**src/rtl/fsp_pkg.sv**
```systemverilog
// ----------------------------------------------------------------------------
// fsp_pkg
// Shared types, character codes and lookup functions for the format
// specifier parser.
// ----------------------------------------------------------------------------
package fsp_pkg;

  localparam int CH_W    = 8;
  localparam int FIELD_W = 16;
  localparam int FLAG_W  = 5;
  localparam int LEN_W   = 3;
  localparam int CONV_W  = 4;

  localparam int NUM_MAX_DEFAULT = 65535;

  // Character codes.
  localparam logic [CH_W-1:0] CH_NUL   = 8'h00;
  localparam logic [CH_W-1:0] CH_SPACE = 8'h20;
  localparam logic [CH_W-1:0] CH_HASH  = 8'h23;
  localparam logic [CH_W-1:0] CH_PLUS  = 8'h2B;
  localparam logic [CH_W-1:0] CH_MINUS = 8'h2D;
  localparam logic [CH_W-1:0] CH_DOT   = 8'h2E;
  localparam logic [CH_W-1:0] CH_ZERO  = 8'h30;
  localparam logic [CH_W-1:0] CH_ONE   = 8'h31;
  localparam logic [CH_W-1:0] CH_NINE  = 8'h39;
  localparam logic [CH_W-1:0] CH_UP_L  = 8'h4C;
  localparam logic [CH_W-1:0] CH_UP_X  = 8'h58;
  localparam logic [CH_W-1:0] CH_C     = 8'h63;
  localparam logic [CH_W-1:0] CH_D     = 8'h64;
  localparam logic [CH_W-1:0] CH_F     = 8'h66;
  localparam logic [CH_W-1:0] CH_H     = 8'h68;
  localparam logic [CH_W-1:0] CH_I     = 8'h69;
  localparam logic [CH_W-1:0] CH_L     = 8'h6C;
  localparam logic [CH_W-1:0] CH_O     = 8'h6F;
  localparam logic [CH_W-1:0] CH_P     = 8'h70;
  localparam logic [CH_W-1:0] CH_S     = 8'h73;
  localparam logic [CH_W-1:0] CH_U     = 8'h75;
  localparam logic [CH_W-1:0] CH_X     = 8'h78;

  // Length modifier codes.
  localparam logic [LEN_W-1:0] LEN_NONE  = 3'd0;
  localparam logic [LEN_W-1:0] LEN_H     = 3'd1;
  localparam logic [LEN_W-1:0] LEN_HH    = 3'd2;
  localparam logic [LEN_W-1:0] LEN_L     = 3'd3;
  localparam logic [LEN_W-1:0] LEN_LL    = 3'd4;
  localparam logic [LEN_W-1:0] LEN_BIG_L = 3'd5;
  localparam logic [LEN_W-1:0] LEN_OTHER = 3'd6;

  // Conversion type codes.
  localparam logic [CONV_W-1:0] CONV_C     = 4'd0;
  localparam logic [CONV_W-1:0] CONV_S     = 4'd1;
  localparam logic [CONV_W-1:0] CONV_P     = 4'd2;
  localparam logic [CONV_W-1:0] CONV_D     = 4'd3;
  localparam logic [CONV_W-1:0] CONV_I     = 4'd4;
  localparam logic [CONV_W-1:0] CONV_O     = 4'd5;
  localparam logic [CONV_W-1:0] CONV_U     = 4'd6;
  localparam logic [CONV_W-1:0] CONV_X     = 4'd7;
  localparam logic [CONV_W-1:0] CONV_UP_X  = 4'd8;
  localparam logic [CONV_W-1:0] CONV_F     = 4'd9;

  typedef struct packed {
    logic            spec_start;
    logic [CH_W-1:0] ch;
  } item_t;

  typedef struct packed {
    logic [FLAG_W-1:0]  flag_bits;
    logic [FIELD_W-1:0] field_width;
    logic               width_given;
    logic [FIELD_W-1:0] prec_value;
    logic               prec_given;
    logic [LEN_W-1:0]   length_mod;
    logic [CONV_W-1:0]  conv_type;
    logic               type_valid;
  } result_t;

  // One-hot flag mask for a flag character, zero for anything else.
  function automatic logic [FLAG_W-1:0] flag_mask(input logic [CH_W-1:0] c);
    logic [FLAG_W-1:0] m;
    case (c)
      CH_HASH:  m = 5'b00001;
      CH_ZERO:  m = 5'b00010;
      CH_MINUS: m = 5'b00100;
      CH_PLUS:  m = 5'b01000;
      CH_SPACE: m = 5'b10000;
      default:  m = 5'b00000;
    endcase
    return m;
  endfunction

  function automatic logic is_type(input logic [CH_W-1:0] c);
    logic t;
    case (c)
      CH_C, CH_S, CH_P, CH_D, CH_I, CH_O, CH_U, CH_X, CH_UP_X, CH_F: t = 1'b1;
      default: t = 1'b0;
    endcase
    return t;
  endfunction

  function automatic logic [CONV_W-1:0] type_code(input logic [CH_W-1:0] c);
    logic [CONV_W-1:0] t;
    case (c)
      CH_C:    t = CONV_C;
      CH_S:    t = CONV_S;
      CH_P:    t = CONV_P;
      CH_D:    t = CONV_D;
      CH_I:    t = CONV_I;
      CH_O:    t = CONV_O;
      CH_U:    t = CONV_U;
      CH_X:    t = CONV_X;
      CH_UP_X: t = CONV_UP_X;
      CH_F:    t = CONV_F;
      default: t = CONV_C;
    endcase
    return t;
  endfunction

  // Advance the length modifier code by one of 'h', 'l' or 'L'.
  function automatic logic [LEN_W-1:0] next_length(input logic [LEN_W-1:0] cur,
                                                   input logic [CH_W-1:0] c);
    logic [LEN_W-1:0] n;
    if (cur == LEN_NONE) begin
      n = (c == CH_H) ? LEN_H : ((c == CH_L) ? LEN_L : LEN_BIG_L);
    end else if (cur == LEN_H && c == CH_H) begin
      n = LEN_HH;
    end else if (cur == LEN_L && c == CH_L) begin
      n = LEN_LL;
    end else begin
      n = LEN_OTHER;
    end
    return n;
  endfunction

endpackage

```
**src/rtl/fsp_input_reg.sv**
```systemverilog
// ----------------------------------------------------------------------------
// fsp_input_reg
// Input register stage: holds one accepted character until the parser
// takes it.
// ----------------------------------------------------------------------------
module fsp_input_reg
  import fsp_pkg::*;
(
  input  logic  clk,
  input  logic  rst,
  input  logic  in_valid,
  input  item_t in_item,
  output logic  in_ready,
  output logic  out_valid,
  output item_t out_item,
  input  logic  out_ready
);

  logic  valid;
  item_t item;

  assign in_ready  = !valid || out_ready;
  assign out_valid = valid;
  assign out_item  = item;

  always_ff @(posedge clk) begin
    if (rst) begin
      valid <= 1'b0;
    end else if (in_ready) begin
      valid <= in_valid;
    end
  end

  always_ff @(posedge clk) begin
    if (in_ready && in_valid) begin
      item <= in_item;
    end
  end

endmodule

```
**src/rtl/fsp_parser.sv**
```systemverilog
// ----------------------------------------------------------------------------
// fsp_parser
// Parse state, one-character state update and the result register.
// ----------------------------------------------------------------------------
module fsp_parser
  import fsp_pkg::*;
#(
  parameter int NUM_MAX = NUM_MAX_DEFAULT
)
(
  input  logic    clk,
  input  logic    rst,
  input  logic    in_valid,
  input  item_t   in_item,
  output logic    in_ready,
  output logic    out_valid,
  output result_t out_res,
  input  logic    out_ready
);

  localparam int ACC_W = $clog2(longint'(NUM_MAX) + 64'd1);
  localparam int PROD_W = ACC_W + 4;
  localparam logic [PROD_W-1:0] NUM_MAX_EXT = PROD_W'(NUM_MAX);

  typedef enum logic [2:0] {
    PH_IDLE,
    PH_FLAGS,
    PH_WIDTH,
    PH_PREC,
    PH_LEN
  } phase_t;

  phase_t             phase, phase_next;
  logic [FLAG_W-1:0]  flags_seen, flags_seen_next;
  logic [ACC_W-1:0]   width_acc, width_acc_next;
  logic               width_flag, width_flag_next;
  logic [ACC_W-1:0]   prec_acc, prec_acc_next;
  logic               prec_flag, prec_flag_next;
  logic [LEN_W-1:0]   length_acc, length_acc_next;

  logic               res_valid;
  result_t            res;

  logic               step;
  logic               emit;
  logic [CH_W-1:0]    c;
  logic               is_digit;
  logic               is_nz_digit;
  logic               is_len;
  logic [FLAG_W-1:0]  fmask;
  logic [ACC_W-1:0]   acc_src;
  logic [PROD_W-1:0]  acc_ext;
  logic [PROD_W-1:0]  prod;
  logic [ACC_W-1:0]   acc_new;
  logic [FIELD_W-1:0] width_out;
  logic [FIELD_W-1:0] prec_out;

  assign in_ready  = !res_valid || out_ready;
  assign step      = in_valid && in_ready;
  assign out_valid = res_valid;
  assign out_res   = res;

  assign c           = in_item.ch;
  assign is_digit    = (c >= CH_ZERO) && (c <= CH_NINE);
  assign is_nz_digit = (c >= CH_ONE) && (c <= CH_NINE);
  assign is_len      = (c == CH_H) || (c == CH_L) || (c == CH_UP_L);
  assign fmask       = flag_mask(c);

  // One shared multiply-by-ten accumulate; the first width digit starts from zero.
  always_comb begin
    case (phase)
      PH_WIDTH: acc_src = width_acc;
      PH_PREC:  acc_src = prec_acc;
      default:  acc_src = '0;
    endcase
  end

  assign acc_ext = {4'b0000, acc_src};
  assign prod    = (acc_ext << 3) + (acc_ext << 1) + PROD_W'(c[3:0]);
  assign acc_new = (prod > NUM_MAX_EXT) ? NUM_MAX_EXT[ACC_W-1:0] : prod[ACC_W-1:0];

  generate
    if (ACC_W > FIELD_W) begin : g_clamp
      assign width_out = (|width_acc[ACC_W-1:FIELD_W]) ? '1 : width_acc[FIELD_W-1:0];
      assign prec_out  = (|prec_acc[ACC_W-1:FIELD_W]) ? '1 : prec_acc[FIELD_W-1:0];
    end else begin : g_ext
      assign width_out = FIELD_W'(width_acc);
      assign prec_out  = FIELD_W'(prec_acc);
    end
  endgenerate

  always_comb begin
    phase_next      = phase;
    flags_seen_next = flags_seen;
    width_acc_next  = width_acc;
    width_flag_next = width_flag;
    prec_acc_next   = prec_acc;
    prec_flag_next  = prec_flag;
    length_acc_next = length_acc;
    emit            = 1'b0;
    if (in_item.spec_start) begin
      phase_next      = PH_FLAGS;
      flags_seen_next = '0;
      width_acc_next  = '0;
      width_flag_next = 1'b0;
      prec_acc_next   = '0;
      prec_flag_next  = 1'b0;
      length_acc_next = LEN_NONE;
    end else if (phase == PH_IDLE) begin
      phase_next = PH_IDLE;
    end else if (phase == PH_FLAGS && (|fmask)) begin
      flags_seen_next = flags_seen | fmask;
    end else if (phase == PH_FLAGS && is_nz_digit) begin
      width_flag_next = 1'b1;
      width_acc_next  = acc_new;
      phase_next      = PH_WIDTH;
    end else if (phase == PH_WIDTH && is_digit) begin
      width_acc_next = acc_new;
    end else if ((phase == PH_FLAGS || phase == PH_WIDTH) && c == CH_DOT) begin
      prec_flag_next = 1'b1;
      phase_next     = PH_PREC;
    end else if (phase == PH_PREC && is_digit) begin
      prec_acc_next = acc_new;
    end else if (is_len) begin
      length_acc_next = next_length(length_acc, c);
      phase_next      = PH_LEN;
    end else begin
      emit       = 1'b1;
      phase_next = PH_IDLE;
    end
  end

  always_ff @(posedge clk) begin
    if (rst) begin
      phase      <= PH_IDLE;
      flags_seen <= '0;
      width_acc  <= '0;
      width_flag <= 1'b0;
      prec_acc   <= '0;
      prec_flag  <= 1'b0;
      length_acc <= LEN_NONE;
      res_valid  <= 1'b0;
    end else begin
      if (step) begin
        phase      <= phase_next;
        flags_seen <= flags_seen_next;
        width_acc  <= width_acc_next;
        width_flag <= width_flag_next;
        prec_acc   <= prec_acc_next;
        prec_flag  <= prec_flag_next;
        length_acc <= length_acc_next;
      end
      if (step && emit) begin
        res_valid <= 1'b1;
      end else if (out_ready) begin
        res_valid <= 1'b0;
      end
    end
  end

  always_ff @(posedge clk) begin
    if (step && emit) begin
      res.flag_bits   <= flags_seen;
      res.field_width <= width_out;
      res.width_given <= width_flag;
      res.prec_value  <= prec_out;
      res.prec_given  <= prec_flag;
      res.length_mod  <= length_acc;
      res.conv_type   <= type_code(c);
      res.type_valid  <= is_type(c);
    end
  end

  a_start_clears: assert property (@(posedge clk) disable iff (rst)
    step && in_item.spec_start |=> phase == PH_FLAGS && flags_seen == '0
      && !width_flag && !prec_flag && length_acc == LEN_NONE)
    else $error("spec start did not open a clean spec");

  a_emit_idles: assert property (@(posedge clk) disable iff (rst)
    step && emit |=> phase == PH_IDLE && res_valid)
    else $error("result not registered or parser not idle after a result");

  a_width_sat: assert property (@(posedge clk) disable iff (rst)
    {{4{1'b0}}, width_acc} <= NUM_MAX_EXT && {{4{1'b0}}, prec_acc} <= NUM_MAX_EXT)
    else $error("accumulator above saturation limit");

  a_width_absent: assert property (@(posedge clk) disable iff (rst)
    !width_flag |-> width_acc == '0)
    else $error("width accumulated without a width field");

  a_invalid_type: assert property (@(posedge clk) disable iff (rst)
    res_valid && !res.type_valid |-> res.conv_type == CONV_C)
    else $error("unrecognized type carries a nonzero type code");

endmodule

```
**src/rtl/format_spec_parser_top.sv**
```systemverilog
// ----------------------------------------------------------------------------
// format_spec_parser_top
// Streaming parser for printf conversion specifiers, one character per item.
// ----------------------------------------------------------------------------
// The block takes one character per cycle and keeps up with a continuous
// stream while the master side accepts results: every cycle a new item may
// be accepted. The character that ends a spec waits in the input register
// while the parser's combinational state update computes the result, and
// once the parser takes that character it loads the finished result into
// the result register. An item with tuser set carries the leading percent
// character and opens a new spec, dropping any open one without a result.
// Flags, a width, a '.' with precision digits and a run of length modifiers
// are gathered in that order; the spec ends with exactly one result, on a
// type letter (tuser high) or on the first character that is out of order,
// NUL included (tuser low, conversion type zero). Characters outside a spec
// are dropped. Width and precision saturate at NUM_MAX and are reported
// clamped to 16 bits; absent fields report zero. Backpressure on the master
// side stalls the stream only once both the result register and the input
// register are full.
// ----------------------------------------------------------------------------
module format_spec_parser_top
  import fsp_pkg::*;
#(
  parameter int NUM_MAX = NUM_MAX_DEFAULT
)
(
  input  logic        clk,
  input  logic        rst,
  input  logic        s_tvalid,
  output logic        s_tready,
  input  logic [7:0]  s_tdata,   // [7:0] ch
  input  logic        s_tuser,   // [0] spec_start
  output logic        m_tvalid,
  input  logic        m_tready,
  output logic [47:0] m_tdata,   // [4:0] flag_bits, [20:5] field_width,
                                 // [21] width_given, [37:22] prec_value,
                                 // [38] prec_given, [41:39] length_mod,
                                 // [45:42] conv_type, [47:46] zero
  output logic        m_tuser    // [0] type_valid
);

  item_t   in_item;
  item_t   reg_item;
  logic    reg_valid;
  logic    reg_ready;
  result_t res;

  assign in_item.spec_start = s_tuser;
  assign in_item.ch         = s_tdata;

  // Input register stage.
  fsp_input_reg u_input_reg (
    .clk       (clk),
    .rst       (rst),
    .in_valid  (s_tvalid),
    .in_item   (in_item),
    .in_ready  (s_tready),
    .out_valid (reg_valid),
    .out_item  (reg_item),
    .out_ready (reg_ready)
  );

  // Parse state and result register.
  fsp_parser #(
    .NUM_MAX (NUM_MAX)
  ) u_parser (
    .clk       (clk),
    .rst       (rst),
    .in_valid  (reg_valid),
    .in_item   (reg_item),
    .in_ready  (reg_ready),
    .out_valid (m_tvalid),
    .out_res   (res),
    .out_ready (m_tready)
  );

  assign m_tdata = {2'b00, res.conv_type, res.length_mod, res.prec_given,
                    res.prec_value, res.width_given, res.field_width,
                    res.flag_bits};
  assign m_tuser = res.type_valid;

endmodule
```
**config.mk**
```make
export PLATFORM = sky130hd
export DESIGN_NAME = format_spec_parser_top
export DESIGN_NICKNAME = d
export VERILOG_FILES = /design/src/rtl/fsp_pkg.sv /design/src/rtl/fsp_input_reg.sv /design/src/rtl/fsp_parser.sv /design/src/rtl/format_spec_parser_top.sv
export SDC_FILE = /design/constraint.sdc
export NUM_CORES = 1
export LEC_CHECK = 0
export BUFFER_PORTS_ARGS = -buffer_cell sky130_fd_sc_hd__buf_2
export CAP_MARGIN = 20
export CORE_UTILIZATION = 50
export DETAILED_ROUTE_END_ITERATION = 6
export GPL_TIMING_DRIVEN = 0
export PLACE_DENSITY = 0.76
export SYNTH_ARGS = -nofsm -noshare
export SYNTH_HDL_FRONTEND = slang
export SYNTH_SLANG_ARGS = --single-unit
```
**constraint.sdc**
```tcl
create_clock -name clk -period 4.2 [get_ports clk]
set_input_delay 0 -clock clk [delete_from_list [all_inputs] [get_ports clk]]
set_output_delay 0 -clock clk [all_outputs]
set_load 0.01 [all_outputs]
```
==> implementation parameters <==
Parameter                              Value

Status
  Outcome ... finished, final reports clean

Global routing
  Via count of the first global-routing pass ... 4,014
  Global-route wire length before repair ... 20.3 mm
  Antenna violations before repair ... 0
  Overall Global Routing Usage ... between 20% and 30%
  Pin count of the biggest net entering global routing ... 30
  Overflow after GRT ... 0

Clocking
  Root buf cell ... sky130_fd_sc_hd__clkbuf_8
  Clk sinks ... 103
  Number of levels the H-tree was split into ... 3
  Clock-pin transition on the worst setup and hold timing paths ... 0.10 ns
  Maximum root-to-sink buffer count ... 2
  Clock tree from TritonCTS ... done
  TritonCTS buffer count ... 9
  Skew-Pair Late Insertion Delay ... roughly 0.37 ns

Setup path
  Critical path data arrival time ... between 4 and 5 ns
  CP Max Fanout ... 10
  Type of the worst setup path ... reg2reg
  Path depth of the worst reg2reg path ... 16
  Critical path required time ... approximately 4.4 ns
  CP endpoint kind ... flop
  CP Launch Type ... flop

Synthesis
  Post-synthesis instance area ... 0.00537 mm^2
  Ys async rst share ... 0%
  Number of warnings printed during yosys synthesis ... 0
  Number of cells produced by synthesis ... 528
  Flip-flop cell with the highest count after synthesis ... sky130_fd_sc_hd__edfxtp_1
  Number of enable-type register cells in the synthesized netlist ... 56
  Synthesized flop and latch total ... 103
  Yosys cell types ... 63
  Sequential fraction of the synthesis area ... 48.9%
  Syn avg cell area ... 10.2 um^2

Final layout
  Most common library cell in the layout ignoring fill and taps ... sky130_fd_sc_hd__buf_2
  Commonest cells after routing, fill and taps aside ... 62 x sky130_fd_sc_hd__buf_2, 56 x sky130_fd_sc_hd__edfxtp_1, 53 x sky130_fd_sc_hd__nor2_1, 53 x sky130_fd_sc_hd__a21oi_1, 47 x sky130_fd_sc_hd__dfxtp_1
  Layout cells sized above 1 ... 18.4%
  Number of nets in the layout ... 660
  Final core utilization ... 59.9%
  Antenna cell count ... 0
  Relative area change from synthesis to final layout ... 15.8%

Power
  Pwr/cell area ... 296 mW/mm^2
  Leakage ... 2.60 nW
  Max rail drop VDD ... 0.167 mV
  Total power draw ... 0.00184 W

Drt
  DR DRC count ... 0
  Count of antenna-violating nets left after detailed routing ... 0
  Routed Wire Length ... ~13 mm
  1st-iter DRT viols ... 291
  Routed len/inst ... about 17 um
  Number of search-and-repair iterations in the first detailed-routing pass ... 5
  Via Count ... 4,442
  Detail-routed via count per cell ... about 5.9

STA
  Maximum frequency from static timing analysis ... between 200 and 250 MHz
  Tcrit/Tclk final ... 96.2%
  Max-slew violation count ... 0
  Final-report setup violation count ... 0
  Pin slew with the least headroom to its limit ... 0.960 ns
  Minimum clock period ... 4.04 ns
  RSZ-0062 raised after global routing ... no
  Final hold slack ... 0.0974 ns
  Worst setup slack after layout ... 0.161 ns
  Endpoints failing hold ... 0
  Final worst clock skew ... ~0.011 ns
  Worst slew margin ... 34.4%

Placed design
  IO buf count ... 61
  Half-perimeter wire length of the detailed placement result ... 9.20 mm
  Weighted congestion reported at the end of routability-driven placement ... 0.874
  Worst setup slack before clock tree synthesis ... -0.665 ns

Floorplanning
  Core box area ... 0.0104 mm^2
  Starting utilization of the core area ... 51.7%
  Number of I/O pins ... 64
  Die W ... 106 um
  Die H ... 106 um
  Rows ... 37
  Die area ... approximately 0.011 mm^2

Hold path
  Worst min path class ... in2reg
  Hold path cells ... 4

Run
  Max-cap viol count ... 0
[critical path, cell delays in order, from the launching register on]
cell	delay, ns
sky130_fd_sc_hd__dfxtp_1	0.40
sky130_fd_sc_hd__buf_4	0.23
sky130_fd_sc_hd__mux2_2	0.18
sky130_fd_sc_hd__and2_1	0.14
sky130_fd_sc_hd__inv_1	0.06
sky130_fd_sc_hd__fa_1	0.47
sky130_fd_sc_hd__inv_1	0.07
sky130_fd_sc_hd__fa_1	0.50
sky130_fd_sc_hd__a211oi_2	0.29
sky130_fd_sc_hd__o21ai_2	0.13
sky130_fd_sc_hd__a31oi_4	0.27
sky130_fd_sc_hd__a21oi_1	0.12
sky130_fd_sc_hd__or2_4	0.24
sky130_fd_sc_hd__a2111oi_4	0.29
sky130_fd_sc_hd__buf_4	0.22
sky130_fd_sc_hd__buf_6	0.17
sky130_fd_sc_hd__o22ai_1	0.10
[final timing paths]
path,startpoint,end,slack [ns]
setup / recovery,u_parser.phase[0],u_parser.width_acc[5],0.16
hold reg to reg,u_parser.flags_seen[0],u_parser.out_res[42],0.45
setup reg to reg,u_parser.phase[0],u_parser.width_acc[5],0.16
hold / removal,rst,u_parser.width_acc[15],0.1
[timing repair]
| action | in CTS | in global routing |
|---|---|---|
| hold buffers | 12 | 0 |
| pin swaps | 1 | 0 |
| endpoints found under the hold margin | 11 | 0 |
| setup endpoints to repair | 32 | 32 |
| resized for setup | 3 | 9 |
| cloned | 0 | 0 |
| buffers inserted | 1 | 0 |
[metal layers]
metal / up-vias / share of wire, % / global-route usage, %
met1: 2102 / 48 / 34.1
li1: 2139 / - / -
met4: 0 / 2.3 / 8.83
met3: 26 / 5.5 / 3.03
met2: 175 / 45 / 36.0
met5: - / 0 / 0
[report_power, final]
group	switching (W)	internal, W
clock network	0.000365	0.000230
registers	0.0000216	0.00108
logic	0.0000889	0.0000520
total	0.000476	0.00136
[cell usage after synthesis, drive strengths merged (3+ instances only)]
master	number	share of area, %
edfxtp	56	31
a21oi	54	5.0
nor2	53	3.7
dfxtp	47	18
o21ai	39	4.1
ha	31	7.2
nand2	27	1.9
clkbuf	22	1.6
and3	19	2.2
mux2i	16	3.0
nor3	15	1.4
inv	12	0.84
a31oi	11	1.4
buf	9	1.4
nand3	9	0.84
nor2b	8	0.93
xor2	8	1.3
a21o	7	0.98
o21a	7	0.98
xnor2	7	1.1
nand2b	6	0.70
o22ai	6	0.70
a211oi	5	0.79
a22oi	5	0.70
and2	5	0.58
nand4	4	0.47
nor4	3	0.35
o211ai	3	0.42
o221ai	3	0.61
or3	3	0.35
[sequential cells by signal, summed over array words and instances, names as in the netlist, 3 cells and up]
| register | count |
|---|---|
| u_parser.phase | 3 |
| u_parser.out_res | 47 |
| u_parser.flags_seen | 5 |
| u_parser.width_acc | 16 |
| u_input_reg.out_item | 9 |
| u_parser.prec_acc | 16 |
| u_parser.length_acc | 3 |
[area by class of cell]
type / count / area, um^2
tap: 136 / 170
buffer: 30 / 165
sequential: 103 / 2620
clock inverter: 7 / 63.8
fill: 898 / 4160
inverter: 12 / 45.0
timing repair buffer: 75 / 453
multi-input combinational: 383 / 2570
clock buffer: 9 / 124
[logic make-up after synthesis]
kind of cell | after synthesis | share of synthesized area, %
other | 1 | 0.0699
xor gates and xnor gates | 15 | 2.45
AOI/OAI and AO/OA | 154 | 18.5
muxes | 18 | 3.40
buffers and inverters | 43 | 3.82
and+or+nand+nor | 161 | 14.9
adders and majority gates | 33 | 7.97
DFF | 103 | 48.9
[metrics by stage]
stage / setup TNS, ns / instance area (um^2) / std cells
3_3_place_gp: -19.89 / 5850 / 726
5_1_grt: 0 / 6210 / 755
6_report: 0 / 6210 / 755
2_1_floorplan: 0 / 5370 / 529
4_1_cts: 0 / 6190 / 756
3_5_place_dp: -19.59 / 5870 / 727
(Power assumes the default switching activity.)
